[config.mk]
export PLATFORM = sky130hd
export DESIGN_NAME = tcw_useq
export DESIGN_NICKNAME = d
export VERILOG_FILES = /design/src/hdl/tcw_pkg.sv /design/src/hdl/tcw_useq.sv
export SDC_FILE = /design/constraint.sdc
export NUM_CORES = 1
export LEC_CHECK = 0
export ABC_AREA = 1
export BUFFER_PORTS_ARGS = -buffer_cell sky130_fd_sc_hd__buf_2
export CAP_MARGIN = 20
export CORE_MARGIN = 3
export CORE_UTILIZATION = 30
export CTS_BUF_LIST = sky130_fd_sc_hd__clkbuf_16
export DETAILED_ROUTE_END_ITERATION = 12
export GPL_TIMING_DRIVEN = 0
export SLEW_MARGIN = 20
export SYNTH_ARGS = -nofsm -noshare
export SYNTH_HDL_FRONTEND = slang
export SYNTH_SLANG_ARGS = --single-unit
export TNS_END_PERCENT = 30
[constraint.sdc]
create_clock -name clk -period 2.65 [get_ports clk]
set_input_delay 0 -clock clk [delete_from_list [all_inputs] [get_ports clk]]
set_output_delay 0 -clock clk [all_outputs]
set_load 0.05 [all_outputs]
[src/hdl/tcw_pkg.sv]
package tcw_pkg;

	localparam int CMD_W  = 2;
	localparam int CHAR_W = 8;
	localparam int ADDR_W = 11;
	localparam int DATA_W = 16;
	localparam int COL_W  = 7;
	localparam int ROW_W  = 5;
	localparam int TAB_W  = 4;
	localparam int UPC_W  = 5;

	localparam logic [CMD_W-1:0]  CMD_READ  = 2'd1;
	localparam logic [CMD_W-1:0]  CMD_CLEAR = 2'd2;
	localparam logic [CMD_W-1:0]  CMD_NOP   = 2'd3;

	localparam logic [CHAR_W-1:0] TAB_CODE     = 8'd9;
	localparam logic [CHAR_W-1:0] NEWLINE_CODE = 8'd10;
	localparam logic [CHAR_W-1:0] SPACE_CODE   = 8'd32;
	localparam logic [CHAR_W-1:0] RESET_COLOR  = 8'h07;

	// Microprogram addresses
	localparam logic [UPC_W-1:0] ST_RST_FILL = 5'd0;
	localparam logic [UPC_W-1:0] ST_RST_DONE = 5'd1;
	localparam logic [UPC_W-1:0] ST_PUT      = 5'd2;
	localparam logic [UPC_W-1:0] ST_PUT_WR   = 5'd3;
	localparam logic [UPC_W-1:0] ST_EMIT     = 5'd4;
	localparam logic [UPC_W-1:0] ST_IDLE     = 5'd5;
	localparam logic [UPC_W-1:0] ST_D_READ   = 5'd6;
	localparam logic [UPC_W-1:0] ST_D_CLEAR  = 5'd7;
	localparam logic [UPC_W-1:0] ST_D_NOP    = 5'd8;
	localparam logic [UPC_W-1:0] ST_D_NL     = 5'd9;
	localparam logic [UPC_W-1:0] ST_NL0      = 5'd10;
	localparam logic [UPC_W-1:0] ST_NL1      = 5'd11;
	localparam logic [UPC_W-1:0] ST_READ0    = 5'd12;
	localparam logic [UPC_W-1:0] ST_READ1    = 5'd13;
	localparam logic [UPC_W-1:0] ST_CLR0     = 5'd14;
	localparam logic [UPC_W-1:0] ST_CLR1     = 5'd15;
	localparam logic [UPC_W-1:0] ST_CLR2     = 5'd16;
	localparam logic [UPC_W-1:0] ST_NR0      = 5'd17;
	localparam logic [UPC_W-1:0] ST_SCR0     = 5'd18;
	localparam logic [UPC_W-1:0] ST_SCR1     = 5'd19;
	localparam logic [UPC_W-1:0] ST_SCR2     = 5'd20;
	localparam logic [UPC_W-1:0] ST_SCR3     = 5'd21;
	localparam logic [UPC_W-1:0] ST_SCR4     = 5'd22;
	localparam logic [UPC_W-1:0] ST_LAST     = ST_SCR4;

	typedef enum logic [2:0] {
		M_NONE,
		M_FILL_RST,
		M_FILL_CFG,
		M_COPY,
		M_WRITE,
		M_READ
	} mem_op_t;

	typedef enum logic [2:0] {
		CU_NONE,
		CU_NEWROW,
		CU_ADVANCE,
		CU_HOME,
		CU_TAB_RESET
	} cur_op_t;

	typedef enum logic [3:0] {
		CND_NEVER,
		CND_ALWAYS,
		CND_NOREQ,
		CND_CMD_READ,
		CND_CMD_CLEAR,
		CND_CMD_NOP,
		CND_NOT_NL,
		CND_COL_FULL,
		CND_REP_MORE,
		CND_OUT_BUSY,
		CND_NOT_LAST,
		CND_PTR_MORE,
		CND_COPY_MORE
	} cond_t;

	typedef struct packed {
		logic             accept;
		logic             emit;
		logic             link;
		logic             ret;
		logic             ptr_clr;
		logic             set_sc;
		logic             capture;
		mem_op_t          mem_op;
		cur_op_t          cur_op;
		cond_t            cond;
		logic [UPC_W-1:0] target;
	} ctrl_t;

	typedef struct packed {
		logic             no_req;
		logic [CMD_W-1:0] cmd;
		logic             char_nl;
		logic             col_full;
		logic             last_row;
		logic             ptr_more;
		logic             copy_more;
		logic             rep_more;
		logic             out_busy;
	} stat_t;

	localparam ctrl_t CTRL_NOP = '{
		accept:  1'b0,
		emit:    1'b0,
		link:    1'b0,
		ret:     1'b0,
		ptr_clr: 1'b0,
		set_sc:  1'b0,
		capture: 1'b0,
		mem_op:  M_NONE,
		cur_op:  CU_NONE,
		cond:    CND_NEVER,
		target:  ST_IDLE
	};

	function automatic ctrl_t urom(input logic [UPC_W-1:0] addr);
		ctrl_t w;
		w = CTRL_NOP;
		unique case (addr)
			ST_RST_FILL: begin
				w.mem_op = M_FILL_RST;
				w.cond   = CND_PTR_MORE;
				w.target = ST_RST_FILL;
			end
			ST_RST_DONE: begin
				w.cond   = CND_ALWAYS;
				w.target = ST_IDLE;
			end
			ST_PUT: begin
				w.cond   = CND_COL_FULL;
				w.link   = 1'b1;
				w.target = ST_NR0;
			end
			ST_PUT_WR: begin
				w.mem_op = M_WRITE;
				w.cur_op = CU_ADVANCE;
				w.cond   = CND_REP_MORE;
				w.target = ST_PUT;
			end
			ST_EMIT: begin
				w.emit   = 1'b1;
				w.cond   = CND_OUT_BUSY;
				w.target = ST_EMIT;
			end
			ST_IDLE: begin
				w.accept = 1'b1;
				w.cond   = CND_NOREQ;
				w.target = ST_IDLE;
			end
			ST_D_READ: begin
				w.cond   = CND_CMD_READ;
				w.target = ST_READ0;
			end
			ST_D_CLEAR: begin
				w.cond   = CND_CMD_CLEAR;
				w.target = ST_CLR0;
			end
			ST_D_NOP: begin
				w.cond   = CND_CMD_NOP;
				w.target = ST_EMIT;
			end
			ST_D_NL: begin
				w.cond   = CND_NOT_NL;
				w.target = ST_PUT;
			end
			ST_NL0: begin
				w.cond   = CND_ALWAYS;
				w.link   = 1'b1;
				w.target = ST_NR0;
			end
			ST_NL1: begin
				w.cur_op = CU_TAB_RESET;
				w.cond   = CND_ALWAYS;
				w.target = ST_EMIT;
			end
			ST_READ0: begin
				w.mem_op = M_READ;
			end
			ST_READ1: begin
				w.capture = 1'b1;
				w.cond    = CND_ALWAYS;
				w.target  = ST_EMIT;
			end
			ST_CLR0: begin
				w.ptr_clr = 1'b1;
			end
			ST_CLR1: begin
				w.mem_op = M_FILL_CFG;
				w.cond   = CND_PTR_MORE;
				w.target = ST_CLR1;
			end
			ST_CLR2: begin
				w.cur_op = CU_HOME;
				w.cond   = CND_ALWAYS;
				w.target = ST_EMIT;
			end
			ST_NR0: begin
				w.cur_op = CU_NEWROW;
				w.cond   = CND_NOT_LAST;
				w.ret    = 1'b1;
			end
			ST_SCR0: begin
				w.ptr_clr = 1'b1;
				w.set_sc  = 1'b1;
			end
			ST_SCR1: begin
				w.mem_op = M_COPY;
				w.cond   = CND_COPY_MORE;
				w.target = ST_SCR1;
			end
			ST_SCR2: begin
				w.mem_op = M_NONE;
			end
			ST_SCR3: begin
				w.mem_op = M_FILL_CFG;
				w.cond   = CND_PTR_MORE;
				w.target = ST_SCR3;
			end
			ST_SCR4: begin
				w.cond = CND_ALWAYS;
				w.ret  = 1'b1;
			end
			default: begin
				w.cond   = CND_ALWAYS;
				w.target = ST_IDLE;
			end
		endcase
		return w;
	endfunction

endpackage

[src/hdl/tcw_useq.sv]
module tcw_useq import tcw_pkg::*; (
	input  logic  clk,
	input  logic  arst_n,
	input  stat_t stat,
	output ctrl_t ctrl
);

	logic [UPC_W-1:0] upc_q;
	logic [UPC_W-1:0] ret_q;
	logic [UPC_W-1:0] upc_inc;
	logic             take;

	assign ctrl    = urom(upc_q);
	assign upc_inc = upc_q + UPC_W'(1);

	always_comb begin
		unique case (ctrl.cond)
			CND_NEVER:     take = 1'b0;
			CND_ALWAYS:    take = 1'b1;
			CND_NOREQ:     take = stat.no_req;
			CND_CMD_READ:  take = (stat.cmd == CMD_READ);
			CND_CMD_CLEAR: take = (stat.cmd == CMD_CLEAR);
			CND_CMD_NOP:   take = (stat.cmd == CMD_NOP);
			CND_NOT_NL:    take = !stat.char_nl;
			CND_COL_FULL:  take = stat.col_full;
			CND_REP_MORE:  take = stat.rep_more;
			CND_OUT_BUSY:  take = stat.out_busy;
			CND_NOT_LAST:  take = !stat.last_row;
			CND_PTR_MORE:  take = stat.ptr_more;
			CND_COPY_MORE: take = stat.copy_more;
			default:       take = 1'b0;
		endcase
	end

	always_ff @(posedge clk or negedge arst_n) begin
		if (!arst_n) begin
			upc_q <= ST_RST_FILL;
			ret_q <= ST_IDLE;
		end else begin
			if (take) begin
				upc_q <= ctrl.ret ? ret_q : ctrl.target;
			end else begin
				upc_q <= upc_inc;
			end
			// save the return point on a taken call
			if (take && ctrl.link) begin
				ret_q <= upc_inc;
			end
		end
	end

	a_ret_point: assert property (@(posedge clk) disable iff (!arst_n)
		(ctrl.ret && take) |-> (ret_q == ST_PUT_WR || ret_q == ST_NL1))
		else $error("return to a step that never calls");

	a_upc_range: assert property (@(posedge clk) disable iff (!arst_n)
		upc_q <= ST_LAST)
		else $error("step counter left the program");

endmodule

After elaboration in Yosys (flattened, before gate mapping)
Cells that the tools add are included.
- logic and storage cells: 65
- register bits after elaboration: 10
- $add $sub $neg: 1
- equal/unequal tests: 36
- reductions and logical operators: 12
- muxes and demuxes: 14
- operators by type and width (kind ; number):
    case mux 4 bit (12 select lines) ; 1
    case mux 5 bit (9 select lines) ; 1
    == test 5 x 4 -> 1 bit (second input constant) ; 8
    == test 5 bit (second input constant) ; 7
    == test 4 bit (second input constant) ; 5
    == test 5 x 3 -> 1 bit (second input constant) ; 4
    == test 4 x 3 -> 1 bit (second input constant) ; 4
    case mux 3 bit (5 select lines) ; 1
    case mux 1 bit (12 select lines) ; 1
    case mux 3 bit (4 select lines) ; 1
    == test 5 x 2 -> 1 bit (second input constant) ; 2
    two-way mux 5 bit ; 2
    OR reduction 2 bit ; 5
    == test 4 x 2 -> 1 bit (second input constant) ; 2
    two-way mux 1 bit ; 7
    adder 5 x 1 -> 5 bit (second input constant) ; 1
    logical NOT 5 bit ; 1
    OR reduction 5 bit ; 1
    == test 2 bit (second input constant) ; 2
    == test 4 x 1 -> 1 bit (second input constant) ; 1
    OR reduction 4 bit ; 1
    OR reduction 3 bit ; 1
    == test 2 x 1 -> 1 bit (second input constant) ; 1
    logical NOT 1 bit ; 2
    logical AND 1 bit ; 1

Logic depth before layout (Yosys ltp)
- depth in word-level cells: 6
- depth in mapped cells: 20

Least setup slack after synthesis
OpenSTA, ideal clock, no wires.
- kind: flip-flop to flip-flop
- from: register upc_q[1]
- to: register upc_q[0]
- clock period less this slack: 2.927 ns
- arrival: 2.806 ns
- stages on the path, launching flop included: 16
- path buffers: 0
- required time: 2.529 ns
- setup time: 0.121 ns
- slack: -0.277 ns
- cells stage by stage: dfrtp_1 > inv_1 > ha_1 > inv_1 > nor2_1 > inv_1 > nor2_1 > nor2_1 > nand3_1 > nor2_1 > nand4_1 > nand4_1 > nand2_1 > nand2_1 > nand2_1 > o21ai_2
- RTL lines (what ; line ; source):
    from (decl) ; tcw_useq.sv:8 ; logic [UPC_W-1:0] upc_q;
    from (signal assigned) ; tcw_useq.sv:41 ; upc_q <= ctrl.ret ? ret_q : ctrl.target;
    from (signal assigned) ; tcw_useq.sv:43 ; upc_q <= upc_inc;

Worst setup path after layout
- from: register upc_q[0]
- to: register upc_q[0]
- cells in the longest elaborated chain, start to end: 6
- RTL lines (what ; line ; source):
    == test 5 bit, or another cell as far along ; tcw_pkg.sv:123 ; unique case (addr)
    OR reduction 4 bit (no line) / OR reduction 3 bit (equally long branches) ; -- ;
    case mux 4 bit (12 select lines) ; tcw_pkg.sv:123 ;
    == test 4 bit, or another cell as far along ; tcw_useq.sv:17 ; unique case (ctrl.cond)
    case mux 1 bit (12 select lines) ; tcw_useq.sv:17 ;
    two-way mux 5 bit (*) ; tcw_useq.sv:40 ; if (take) begin
Every way passes the cells marked *; elsewhere a longest branch is shown, timed or not.
A chain may end at the register's enable or synchronous reset.

==> reports/qor.yml <==
vias_per_cell: 4.816
slew_headroom: 0.7431
synth-seq-cells: 10
path_delay_family: "simple AND/OR/NAND/NOR gates"
num_io_pins: 34
drt-total-wl_mm: 3.494
cp.arrival_ns: 2.55
die-area_um2: 4726
ys_warn_count: 0
synth_area_per_cell_um2: 6.120
grt_max_degree: 11
crit_path_frequent_cell: "nor2_4"
cap_viol_max_count: 0
synth_edf_count: 0
final_util: 0.4391
hpwl_mm: 2.747
cp_num_buf_inv: 3
slowest_stage: "dfrtp_2"
worstSetupStartpointType: "register"
cts_root_buf: "clkbuf_16"
min_path_type: "primary input to asynchronous set/reset pin"
cp.required_ns: 2.78
final-max-slew-violation-count: 0
fillerInstances: 399
ys_types: 27
synthToLayoutAreaGrowth_pct: 38.14
period_share: 0.9164
fmax_mhz: 411.8
grt_pass1_wl_mm: 5.768
syn_nets: 210
grt_pass1_vias: 1327
synthCells: 193
r2r_slack_ns: 0.22
die_h_um: 68.75
vias: 1363
ys.flop_type: "dfrtp_1"
pre_cts_slack_ns: 0.1088
clockBufferDepth: 2
antenna_found_initial: 0
drc: 0
wl_per_cell_um: 12.35
worstReg2RegEnd: "upc_q[0]$_DFF_PN0_"
drt_iter0_markers: 92
num_rows: 22
drive_gt1_frac: 0.3915
timing.hold.ws_ns: 0.1495
path_cells: "ha_4 -> inv_2 -> nor2_1 -> ha_2 -> inv_4 -> nand2_2 -> nor2_4 -> nand2_2 -> nor2_4 -> nor2_1 -> nand3_1 -> nand3_2 -> nor2_4 -> nand2_4 -> buf_4 -> nand2_1 -> o21ai_2"
fin_crit_ns: 2.429
postRouteAntennaNets: 0
clock_latency_ns: 0.24
setup_viol: 0
yosysSeqAreaShare: 0.2140
outcome: "completed"
gp_routability_congestion: 0.8703
cts-buffers-inserted: 3
fin_nets: 253
max_slew.worst_pin.slew_ns: 0.3828
grt_usage: 0.1602
dieWidth_um: 68.75
grt_overflow: 0
clk_pin_slew_ns: 0.04
hold_viol: 0
slowest_delay_ns: 0.43
clock_skew_ns: 0.003806
coreArea_um2: 3716
port_buffers: 33
final_cell_mix: "nand2_1 (59), buf_2 (33), inv_1 (20), nand3_1 (18), nor2_1 (16)"
setup-tns-final_ns: 0
htreeDepth: 1
dr.pass1.iters: 4
crit_fanout: 7
cts.sinks: 10
r2r-start: "upc_q[0]$_DFF_PN0_"
rr_worst_depth: 17
diodes: 0
cts_tree: "built"
setup_ws_ns: 0.2215
cp-end-kind: "register"
async_reset_ff_frac: 1.000
layout_commonest_cell: "nand2_1"
initial_core_util: 0.3178
synthesis.area_um2: 1181
critical_path_class: "register to register"
[kinds of logic after synthesis]
| group | Yosys count | share of synthesized area |
|---|---|---|
| AND/OR/NAND/NOR | 133 | 0.5318 |
| buffers and inverters | 31 | 0.1144 |
| AO/OA/AOI/OAI | 12 | 0.07203 |
| flip-flops | 10 | 0.2140 |
| adder cells (fa/ha/maj) | 5 | 0.05297 |
| XOR/XNOR | 2 | 0.01483 |
[synthesized netlist by cell type (2+ instances only)]
master | count | area [um^2]
o21ai_0 | 2 | 10.01
nor2_1 | 21 | 78.83
a31oi_1 | 4 | 25.02
nand3_1 | 23 | 115.1
nor2_2 | 6 | 37.54
dfrtp_1 | 8 | 200.2
nand2_2 | 5 | 31.28
nand4_1 | 6 | 37.54
inv_1 | 25 | 93.84
nor2_4 | 4 | 45.04
o21ai_2 | 4 | 35.03
buf_6 | 2 | 22.52
inv_2 | 3 | 11.26
ha_1 | 5 | 62.56
nand2_1 | 62 | 232.7
dfstp_2 | 2 | 52.55
[worst register-to-register path: cells and delay by family, from the launching register on]
kind / cells / cell delay (ns)
compound gates: 1 / 0.05
fa+ha+maj: 2 / 0.40
buf+inv: 3 / 0.29
flops: 1 / 0.43
simple gates: 11 / 1.12
[how the worst max path moves through the flow]
stage                             from                    to  slack [ns]  cells after the start
floorplan           upc_q[0]$_DFF_PN0_  ret_q[1]$_DFFE_PN0P_       -0.09                     17
global placement    upc_q[0]$_DFF_PN0_  ret_q[0]$_DFFE_PN1P_        0.12                     19
detailed placement  upc_q[0]$_DFF_PN0_  ret_q[0]$_DFFE_PN1P_        0.11                     19
CTS                 upc_q[0]$_DFF_PN0_  ret_q[0]$_DFFE_PN1P_        0.09                     19
global route        upc_q[1]$_DFF_PN0_  ret_q[1]$_DFFE_PN0P_       -0.02                     19
finish              upc_q[0]$_DFF_PN0_    upc_q[0]$_DFF_PN0_        0.22                     17
[metal layers]
layer / GRT usage / vias to the layer above / share of wire
li1: - / 703 / -
met1: 0.2112 / 609 / 0.48
met2: 0.2741 / 46 / 0.44
met3: 0.01945 / 5 / 0.060
met4: 0.04380 / 0 / 0.012
met5: 0 / - / 0
[state kept, by name (all words and copies together), names as in the netlist]
signal	count
ret_q	5
upc_q	5
[what timing repair did]
action                                 in CTS  in global routing
resized for setup                           0                 11
setup endpoints to repair                   0                 12
endpoints found under the hold margin      10                  0
setup buffers                               0                  3
hold buffers                                1                  0
[cell type report]
cell class	count	area, um^2	share of cell area
Buffer	3	33.78	0.02071
Clock buffer	3	75.07	0.04601
Clock inverter	1	3.754	0.002301
Inverter	28	111.4	0.06825
Multi-Input combinational cell	152	869.6	0.5330
Sequential cell	10	255.2	0.1564
Tap cell	48	60.06	0.03681
Timing Repair Buffer	38	222.7	0.1365
[through the flow]
stage | instance area [um^2] | std cells
after floorplan | 1236 | 193
after global placement | 1461 | 274
after detailed placement | 1461 | 274
after CTS | 1550 | 279
after global routing | 1632 | 283
final | 1632 | 283
Power is left out: the tool's default activity adds up to more than one toggle a clock period on the data nets, which glitch-free logic cannot reach.
